## src/hw/rtl/crc16_framed_packet_receiver_unit_macros.svh

```systemverilog
// assertion helpers for the framed packet receiver
`ifndef CRC16_FRAMED_PACKET_RECEIVER_UNIT_MACROS_SVH
`define CRC16_FRAMED_PACKET_RECEIVER_UNIT_MACROS_SVH

// same-cycle implication, checked outside reset
`define CFPR_ASSERT_NOW(label, ante, cons, msg) \
    label: assert property (@(posedge i_clk) disable iff (!i_rst_n) (ante) |-> (cons)) \
        else $error(msg);

// next-cycle implication, checked outside reset
`define CFPR_ASSERT_NEXT(label, ante, cons, msg) \
    label: assert property (@(posedge i_clk) disable iff (!i_rst_n) (ante) |=> (cons)) \
        else $error(msg);

`endif

```

## src/hw/rtl/cfpr_pkg.sv

```systemverilog
`timescale 1ns / 1ps
package cfpr_pkg;

    // event codes
    localparam logic [2:0] EV_NONE      = 3'd0;
    localparam logic [2:0] EV_PAYLOAD   = 3'd1;
    localparam logic [2:0] EV_GOOD      = 3'd2;
    localparam logic [2:0] EV_CRC_ERR   = 3'd3;
    localparam logic [2:0] EV_LEN_ERR   = 3'd4;

    // configuration register indexes
    localparam logic [1:0] REG_SYNC_FIRST  = 2'd0;
    localparam logic [1:0] REG_SYNC_SECOND = 2'd1;
    localparam logic [1:0] REG_MAX_PAYLOAD = 2'd2;

    // configuration reset values
    localparam logic [7:0]  SYNC_FIRST_RST  = 8'hAA;
    localparam logic [7:0]  SYNC_SECOND_RST = 8'h55;
    localparam logic [15:0] MAX_PAYLOAD_RST = 16'd256;

    // crc-16/ccitt-false
    localparam logic [15:0] CRC_INIT = 16'hFFFF;
    localparam logic [15:0] CRC_POLY = 16'h1021;

    typedef struct packed {
        logic [7:0]  sync_first;
        logic [7:0]  sync_second;
        logic [15:0] max_payload;
    } t_cfg;

    typedef struct packed {
        logic [2:0]  event_res;
        logic [7:0]  payload_byte;
        logic [15:0] byte_index;
        logic [7:0]  command;
        logic [7:0]  sequence_res;
        logic [15:0] payload_length;
        logic [15:0] frame_crc;
    } t_result;

    // one byte of crc update, msb first
    function automatic logic [15:0] crc_byte(input logic [15:0] crc_in, input logic [7:0] b);
        logic [15:0] c;
        c = crc_in ^ {b, 8'h00};
        for (int k = 0; k < 8; k++) begin
            if (c[15]) begin
                c = {c[14:0], 1'b0} ^ CRC_POLY;
            end else begin
                c = {c[14:0], 1'b0};
            end
        end
        return c;
    endfunction

endpackage

```

## src/hw/rtl/cfpr_regs.sv

```systemverilog
`timescale 1ns / 1ps
module cfpr_regs import cfpr_pkg::*; (
    input  logic        i_clk,
    input  logic        i_rst_n,
    input  logic        i_cfg_valid,
    input  logic [1:0]  i_cfg_index,
    input  logic [15:0] i_cfg_data,
    output t_cfg        o_cfg
);

    t_cfg r_cfg;

    // register writes, unknown indexes dropped
    always_ff @(posedge i_clk) begin
        if (!i_rst_n) begin
            r_cfg.sync_first  <= SYNC_FIRST_RST;
            r_cfg.sync_second <= SYNC_SECOND_RST;
            r_cfg.max_payload <= MAX_PAYLOAD_RST;
        end else if (i_cfg_valid) begin
            case (i_cfg_index)
                REG_SYNC_FIRST:  r_cfg.sync_first  <= i_cfg_data[7:0];
                REG_SYNC_SECOND: r_cfg.sync_second <= i_cfg_data[7:0];
                REG_MAX_PAYLOAD: r_cfg.max_payload <= i_cfg_data;
                default: ;
            endcase
        end
    end

    assign o_cfg = r_cfg;

endmodule

```

## src/hw/rtl/cfpr_parser.sv

```systemverilog
`timescale 1ns / 1ps
module cfpr_parser import cfpr_pkg::*; (
    input  logic       i_clk,
    input  logic       i_rst_n,
    input  logic       i_step,
    input  logic [7:0] i_byte,
    input  t_cfg       i_cfg,
    output t_result    o_result
);

    localparam logic [3:0] PH_SYNC1   = 4'd0;
    localparam logic [3:0] PH_SYNC2   = 4'd1;
    localparam logic [3:0] PH_CMD     = 4'd2;
    localparam logic [3:0] PH_SEQ     = 4'd3;
    localparam logic [3:0] PH_LENL    = 4'd4;
    localparam logic [3:0] PH_LENH    = 4'd5;
    localparam logic [3:0] PH_PAYLOAD = 4'd6;
    localparam logic [3:0] PH_CRCL    = 4'd7;
    localparam logic [3:0] PH_CRCH    = 4'd8;

    logic [3:0]  r_phase,   n_phase;
    logic [15:0] r_crc,     n_crc;
    logic [15:0] r_len,     n_len;
    logic [15:0] r_count,   n_count;
    logic [7:0]  r_cmd,     n_cmd;
    logic [7:0]  r_seq,     n_seq;
    logic [7:0]  r_crc_low, n_crc_low;

    logic [15:0] crc_upd;
    logic [15:0] count_inc;
    logic [15:0] got_crc;

    assign crc_upd   = crc_byte(r_crc, i_byte);
    assign count_inc = r_count + 16'd1;
    assign got_crc   = {i_byte, r_crc_low};

    // one frame step per byte
    always_comb begin
        n_phase   = r_phase;
        n_crc     = r_crc;
        n_len     = r_len;
        n_count   = r_count;
        n_cmd     = r_cmd;
        n_seq     = r_seq;
        n_crc_low = r_crc_low;
        o_result.event_res    = EV_NONE;
        o_result.payload_byte = 8'd0;
        o_result.byte_index   = 16'd0;
        o_result.frame_crc    = 16'd0;
        case (r_phase)
            PH_SYNC1: begin
                if (i_byte == i_cfg.sync_first) begin
                    n_phase = PH_SYNC2;
                end
            end
            PH_SYNC2: begin
                if (i_byte == i_cfg.sync_second) begin
                    n_crc   = CRC_INIT;
                    n_count = 16'd0;
                    n_phase = PH_CMD;
                end else begin
                    n_phase = PH_SYNC1;
                end
            end
            PH_CMD: begin
                n_cmd   = i_byte;
                n_crc   = crc_upd;
                n_phase = PH_SEQ;
            end
            PH_SEQ: begin
                n_seq   = i_byte;
                n_crc   = crc_upd;
                n_phase = PH_LENL;
            end
            PH_LENL: begin
                n_len   = {8'd0, i_byte};
                n_crc   = crc_upd;
                n_phase = PH_LENH;
            end
            PH_LENH: begin
                n_len = {i_byte, r_len[7:0]};
                n_crc = crc_upd;
                if (n_len > i_cfg.max_payload) begin
                    o_result.event_res = EV_LEN_ERR;
                    n_phase = PH_SYNC1;
                end else if (n_len == 16'd0) begin
                    n_phase = PH_CRCL;
                end else begin
                    n_phase = PH_PAYLOAD;
                end
            end
            PH_PAYLOAD: begin
                n_crc   = crc_upd;
                n_count = count_inc;
                o_result.event_res    = EV_PAYLOAD;
                o_result.payload_byte = i_byte;
                o_result.byte_index   = r_count;
                if (count_inc >= r_len) begin
                    n_phase = PH_CRCL;
                end
            end
            PH_CRCL: begin
                n_crc_low = i_byte;
                n_phase   = PH_CRCH;
            end
            PH_CRCH: begin
                o_result.frame_crc = got_crc;
                o_result.event_res = (got_crc == r_crc) ? EV_GOOD : EV_CRC_ERR;
                n_phase = PH_SYNC1;
            end
            default: begin
                n_phase = PH_SYNC1;
            end
        endcase
        o_result.command        = n_cmd;
        o_result.sequence_res   = n_seq;
        o_result.payload_length = n_len;
    end

    // frame state
    always_ff @(posedge i_clk) begin
        if (!i_rst_n) begin
            r_phase   <= PH_SYNC1;
            r_crc     <= CRC_INIT;
            r_len     <= 16'd0;
            r_count   <= 16'd0;
            r_cmd     <= 8'd0;
            r_seq     <= 8'd0;
            r_crc_low <= 8'd0;
        end else if (i_step) begin
            r_phase   <= n_phase;
            r_crc     <= n_crc;
            r_len     <= n_len;
            r_count   <= n_count;
            r_cmd     <= n_cmd;
            r_seq     <= n_seq;
            r_crc_low <= n_crc_low;
        end
    end

endmodule

```

## src/hw/rtl/crc16_framed_packet_receiver_unit.sv

```systemverilog
`timescale 1ns / 1ps
// channel   | direction | handshake                | payload
// ----------+-----------+--------------------------+------------------------------------
// input     | in        | i_in_valid / o_in_stall  | i_rx_byte
// result    | out       | o_out_valid / i_out_stall| o_event_res .. o_frame_crc
// config    | in        | i_cfg_valid / o_cfg_ready| i_cfg_index, i_cfg_data
//
// one byte per cycle while the result is not stalled; a result leaves after its request passes
// the input register, then the frame step with byte-wide crc update into the result register
// reset is synchronous, active low; it returns to sync hunting with default registers
// a stalled result holds; the input register takes one more request behind it, then stalls
// config writes are always ready and act at once
module crc16_framed_packet_receiver_unit import cfpr_pkg::*; (
    input  logic        i_clk,
    input  logic        i_rst_n,
    input  logic        i_in_valid,
    output logic        o_in_stall,
    input  logic [7:0]  i_rx_byte,
    output logic        o_out_valid,
    input  logic        i_out_stall,
    output logic [2:0]  o_event_res,
    output logic [7:0]  o_payload_byte,
    output logic [15:0] o_byte_index,
    output logic [7:0]  o_command,
    output logic [7:0]  o_sequence_res,
    output logic [15:0] o_payload_length,
    output logic [15:0] o_frame_crc,
    input  logic        i_cfg_valid,
    output logic        o_cfg_ready,
    input  logic [1:0]  i_cfg_index,
    input  logic [15:0] i_cfg_data
);

`include "crc16_framed_packet_receiver_unit_macros.svh"

    t_cfg    cfg;
    t_result step_result;
    t_result r_out;
    logic    r_out_valid;
    logic    r_in_valid;
    logic [7:0] r_in_byte;
    logic    in_accept;
    logic    advance;

    assign o_cfg_ready = 1'b1;

    cfpr_regs u_regs (
        .i_clk       (i_clk),
        .i_rst_n     (i_rst_n),
        .i_cfg_valid (i_cfg_valid),
        .i_cfg_index (i_cfg_index),
        .i_cfg_data  (i_cfg_data),
        .o_cfg       (cfg)
    );

    // flow control between the two registers
    assign advance    = r_in_valid && (!r_out_valid || !i_out_stall);
    assign o_in_stall = r_in_valid && !advance;
    assign in_accept  = i_in_valid && !o_in_stall;

    // input register
    always_ff @(posedge i_clk) begin
        if (!i_rst_n) begin
            r_in_valid <= 1'b0;
        end else begin
            r_in_valid <= in_accept || (r_in_valid && !advance);
        end
    end

    always_ff @(posedge i_clk) begin
        if (in_accept) begin
            r_in_byte <= i_rx_byte;
        end
    end

    cfpr_parser u_parser (
        .i_clk    (i_clk),
        .i_rst_n  (i_rst_n),
        .i_step   (advance),
        .i_byte   (r_in_byte),
        .i_cfg    (cfg),
        .o_result (step_result)
    );

    // result register
    always_ff @(posedge i_clk) begin
        if (!i_rst_n) begin
            r_out_valid <= 1'b0;
        end else begin
            r_out_valid <= advance || (r_out_valid && i_out_stall);
        end
    end

    always_ff @(posedge i_clk) begin
        if (advance) begin
            r_out <= step_result;
        end
    end

    assign o_out_valid      = r_out_valid;
    assign o_event_res      = r_out.event_res;
    assign o_payload_byte   = r_out.payload_byte;
    assign o_byte_index     = r_out.byte_index;
    assign o_command        = r_out.command;
    assign o_sequence_res   = r_out.sequence_res;
    assign o_payload_length = r_out.payload_length;
    assign o_frame_crc      = r_out.frame_crc;

    // checks
    `CFPR_ASSERT_NOW(a_idx_in_len, r_out_valid && (r_out.event_res == EV_PAYLOAD), r_out.byte_index < r_out.payload_length, "payload index beyond frame length")
    `CFPR_ASSERT_NOW(a_crc_only_end, r_out_valid && (r_out.event_res != EV_GOOD) && (r_out.event_res != EV_CRC_ERR), r_out.frame_crc == 16'd0, "trailer crc shown outside frame end")
    `CFPR_ASSERT_NOW(a_stall_full, o_in_stall, r_in_valid && r_out_valid && i_out_stall, "input stalled with room in pipeline")
    `CFPR_ASSERT_NEXT(a_step_out, advance, r_out_valid, "stepped request produced no result")

endmodule

```

## config.mk

```make
export PLATFORM = sky130hd
export DESIGN_NAME = crc16_framed_packet_receiver_unit
export DESIGN_NICKNAME = d
export VERILOG_FILES = /design/src/hw/rtl/cfpr_pkg.sv /design/src/hw/rtl/cfpr_regs.sv /design/src/hw/rtl/cfpr_parser.sv /design/src/hw/rtl/crc16_framed_packet_receiver_unit.sv
export VERILOG_INCLUDE_DIRS = /design/src /design/src/hw/rtl
export SDC_FILE = /design/constraint.sdc
export NUM_CORES = 1
export LEC_CHECK = 0
export BUFFER_PORTS_ARGS = -buffer_cell sky130_fd_sc_hd__buf_2
export CAP_MARGIN = 20
export CORE_MARGIN = 3
export CORE_UTILIZATION = 61
export DETAILED_ROUTE_END_ITERATION = 10
export PLACE_DENSITY = 0.89
export SYNTH_ARGS = -nofsm -noshare
export SYNTH_HDL_FRONTEND = slang
export SYNTH_SLANG_ARGS = --single-unit
export TNS_END_PERCENT = 5
```

## constraint.sdc

```tcl
create_clock -name i_clk -period 11.3 [get_ports i_clk]
set_input_delay 0.565 -clock i_clk [delete_from_list [all_inputs] [get_ports i_clk]]
set_output_delay 0.565 -clock i_clk [all_outputs]
set_load 0.02 [all_outputs]
```

==> out/results.tsv <==
metric	value	unit
synth_seq_cells	193	
cap_violations	0	
root_buffer	clkbuf_16	
clk_latency	440	ps
synth_seq_area_share	0.5324	
fin_crit_sh	0.2883	
rows	43	
grt_pass1_wl	32.34	mm
antenna_found_initial	0	
grt_usage	0.2571	
areaGrowthSynthToFinish	12.49	%
syn-cell-area	0.008817	mm²
fin_setup_tns	0	ps
synth_cell_types	56	
fill_cells	1012	
grt_max_degree	77	
critPathRequiredTime	11610	ps
ys.flop_type	dfxtp_1	
synth_area_leaders	edfxtp_1, dfxtp_1, nand2_1, ha_1, a21oi_1	
n_antenna_cell	0	
cp.arrival	3560	ps
synth_fa_ha_area_frac	0.04683	
gp_congestion	0.8800	
clk_pin_slew	70	ps
ant_nets	0	
synthMostInstantiatedCell	nand2_1	
cts_buffer_depth	2	
die_w	126.2	µm
synth_mux_area_frac	0.04882	
status	completed	
regArea	0.004695	mm²
setup-violations-final	0	
post_cts.repair.setup_buffers	0	
finalHoldViolCount	0	
yosysTopAreaCell	edfxtp_1	
synth_commonest_cells	nand2_1, dfxtp_1, edfxtp_1	
yosysTopAreaCellShare	0.2827	
syn-num-nets	951	
max_freq	0.3070	GHz
ioPinCount	109	
postSynthCellCount	887	
viasPerCell	5.826	
clock_sinks	193	
total_power	1.399	mW
synth-compound-area-share	0.08940	
cts_tree	yes	
drt_iter0_markers	592	
ys_async_sr_fraction	0	
initial_core_util	0.6303	
drt-wirelength-per-cell	17.39	µm
nNetsFinal	1030	
path_max_fanout	7	
max-vdd-ir-drop	93.02	µV
slew_headroom	0.2717	
die_area	0.01593	mm²
drc	0	
hold_class	in -> reg	
hold_buffers	0	
cts_buffers	17	
gr-total-overflow	0	
min_period	3257	ps
tightest_slew	1088	ps
grt_pass1_vias	6594	
synth.avg_cell_area	9.940	µm²
critPathCaptureType	flop	
num_vias	6752	
wl	20.16	mm
synth_xor_area_frac	0.06244	
htreeDepth	4	
maxSlewViolCount	0	
worstSetupPathType	reg -> reg	
final_layout_size_suffix_gt1_frac	0.1757	
dp_hpwl	13.13	mm
leakage	3.848	nW
p_per_area	141.0	mW/mm²
fin_skew	7.605	ps
core_area	0.01399	mm²
ys_warn_count	0	
rsz0062_at_grt	false	
startpoint_type	flop	
cts_resized	0	
port-buffer-count	107	
fp.dieH	126.2	µm
synth_edf_count	83	
yosys.area_share.simple	0.1755	
multiInputGateArea	0.003734	mm²
synth_top_family_by_area	simple AND/OR/NAND/NOR gates	
first_pass_iters	5	
-- metrics by stage --
stage	hold WS (ps)	utilization	instances	worst slack (ps)	area, µm²
final	300.7	0.7090	1159	8043	9918
after global routing	299.2	0.7090	1159	7879	9918
after CTS	288.1	0.7090	1159	8062	9918
after detailed placement	446.0	0.6705	1127	8072	9379
after global placement	439.0	0.6705	1127	8223	9379
after floorplan	433.8	-	887	7502	8817
-- area by class of cell --
class / count / area share
Sequential cell: 193 / 0.4733
Multi-Input combinational cell: 603 / 0.3764
Timing Repair Buffer: 113 / 0.05853
Clock buffer: 20 / 0.04504
Tap cell: 180 / 0.02271
Inverter: 38 / 0.01463
Clock inverter: 12 / 0.009335
-- worst max-delay path: stages, from the launching register on --
cell and delay, ps:
dfxtp_1 450, ha_1 230, nand3_1 180, nor2_1 180
nand4_1 170, xnor2_1 170, ha_1 290, a21o_1 190
a221oi_2 280, a21boi_1 190, a311oi_1 60, o41a_2 500
o32ai_1 140, nor2_1 80
-- flip-flops by register name, indices dropped and copies added, names as in the netlist --
signal	cells
o_command	8
u_parser.r_crc_low	8
o_sequence_res	8
u_parser.r_count	16
u_parser.r_cmd	8
o_byte_index	16
u_parser.r_crc	16
o_payload_byte	8
o_out_valid	1
o_event_res	3
u_parser.r_seq	8
o_frame_crc	16
r_in_valid	1
r_in_byte	8
u_parser.r_phase	4
u_parser.r_len	16
o_payload_length	16
u_regs.o_cfg	32
-- final timing paths --
kind                             from                  end  slack, ps  cells past startpoint
setup reg to reg  u_parser.r_count[0]  u_parser.r_phase[1]       8040                     13
hold reg to reg      u_regs.o_cfg[14]     u_regs.o_cfg[14]        460                      2
hold / removal           i_rx_byte[7]         r_in_byte[7]        300                      1
setup / recovery  u_parser.r_count[0]  u_parser.r_phase[1]       8040                     13
-- per-layer routing --
metal  vias up  global-route usage  share of wire
li1       3208                   -              -
met1      3176              0.3146           0.39
met2       310              0.4269           0.48
met3        58             0.06446          0.087
met4         0              0.1237          0.038
met5         -                   0              0
-- where the power goes --
part	internal, mW	total, mW	switching, mW
Combinational	0.0279	0.0867	0.0588
Clock	0.305	0.553	0.248
Sequential	0.743	0.759	0.0162
Total	1.08	1.40	0.323
-- cell usage in the layout (no fill, tap or decap), types with 2 or more instances in the layout --
cell type   synthesis  routed
a211oi_1            2       2
a21o_1              3       3
a21oi_1            61      61
a22oi_1            11      11
a31oi_1             3       3
and2_1             17      17
and3_1             29      29
buf_2               8     107
buf_4               4       6
clkbuf_1           34       2
clkbuf_16           0      17
clkinv_1            0       5
clkinvlp_4          0       4
dfxtp_1           110     110
edfxtp_1           83      83
ha_1               33      33
inv_1              36      35
inv_2               2       2
mux2_2             16      16
mux2i_1            25      25
nand2_1           138     138
nand2_2             2       2
nand2b_1            4       4
nand3_1            31      31
nand3b_1            2       2
nand4_1             8       8
nor2_1             68      68
nor2_2              2       2
nor2b_1             2       2
nor3_1              9       9
nor3_2              2       2
nor3b_1             2       2
nor4_1              9       9
nor4_2              3       3
o211ai_1            2       2
o21ai_0            37      37
o21ai_1             3       3
xnor2_1            34      34
xor2_1             27      27
-- kinds of logic after synthesis --
family                   count (synthesis)
other                                    1
adder cells (fa/ha/maj)                 33
AO/OA/AOI/OAI                          135
flip-flops                             193
multiplexers                            41
buffers and inverters                   91
AND/OR/NAND/NOR                        331
XOR/XNOR                                62
No activity file was read; power rests on OpenSTA's default activity.
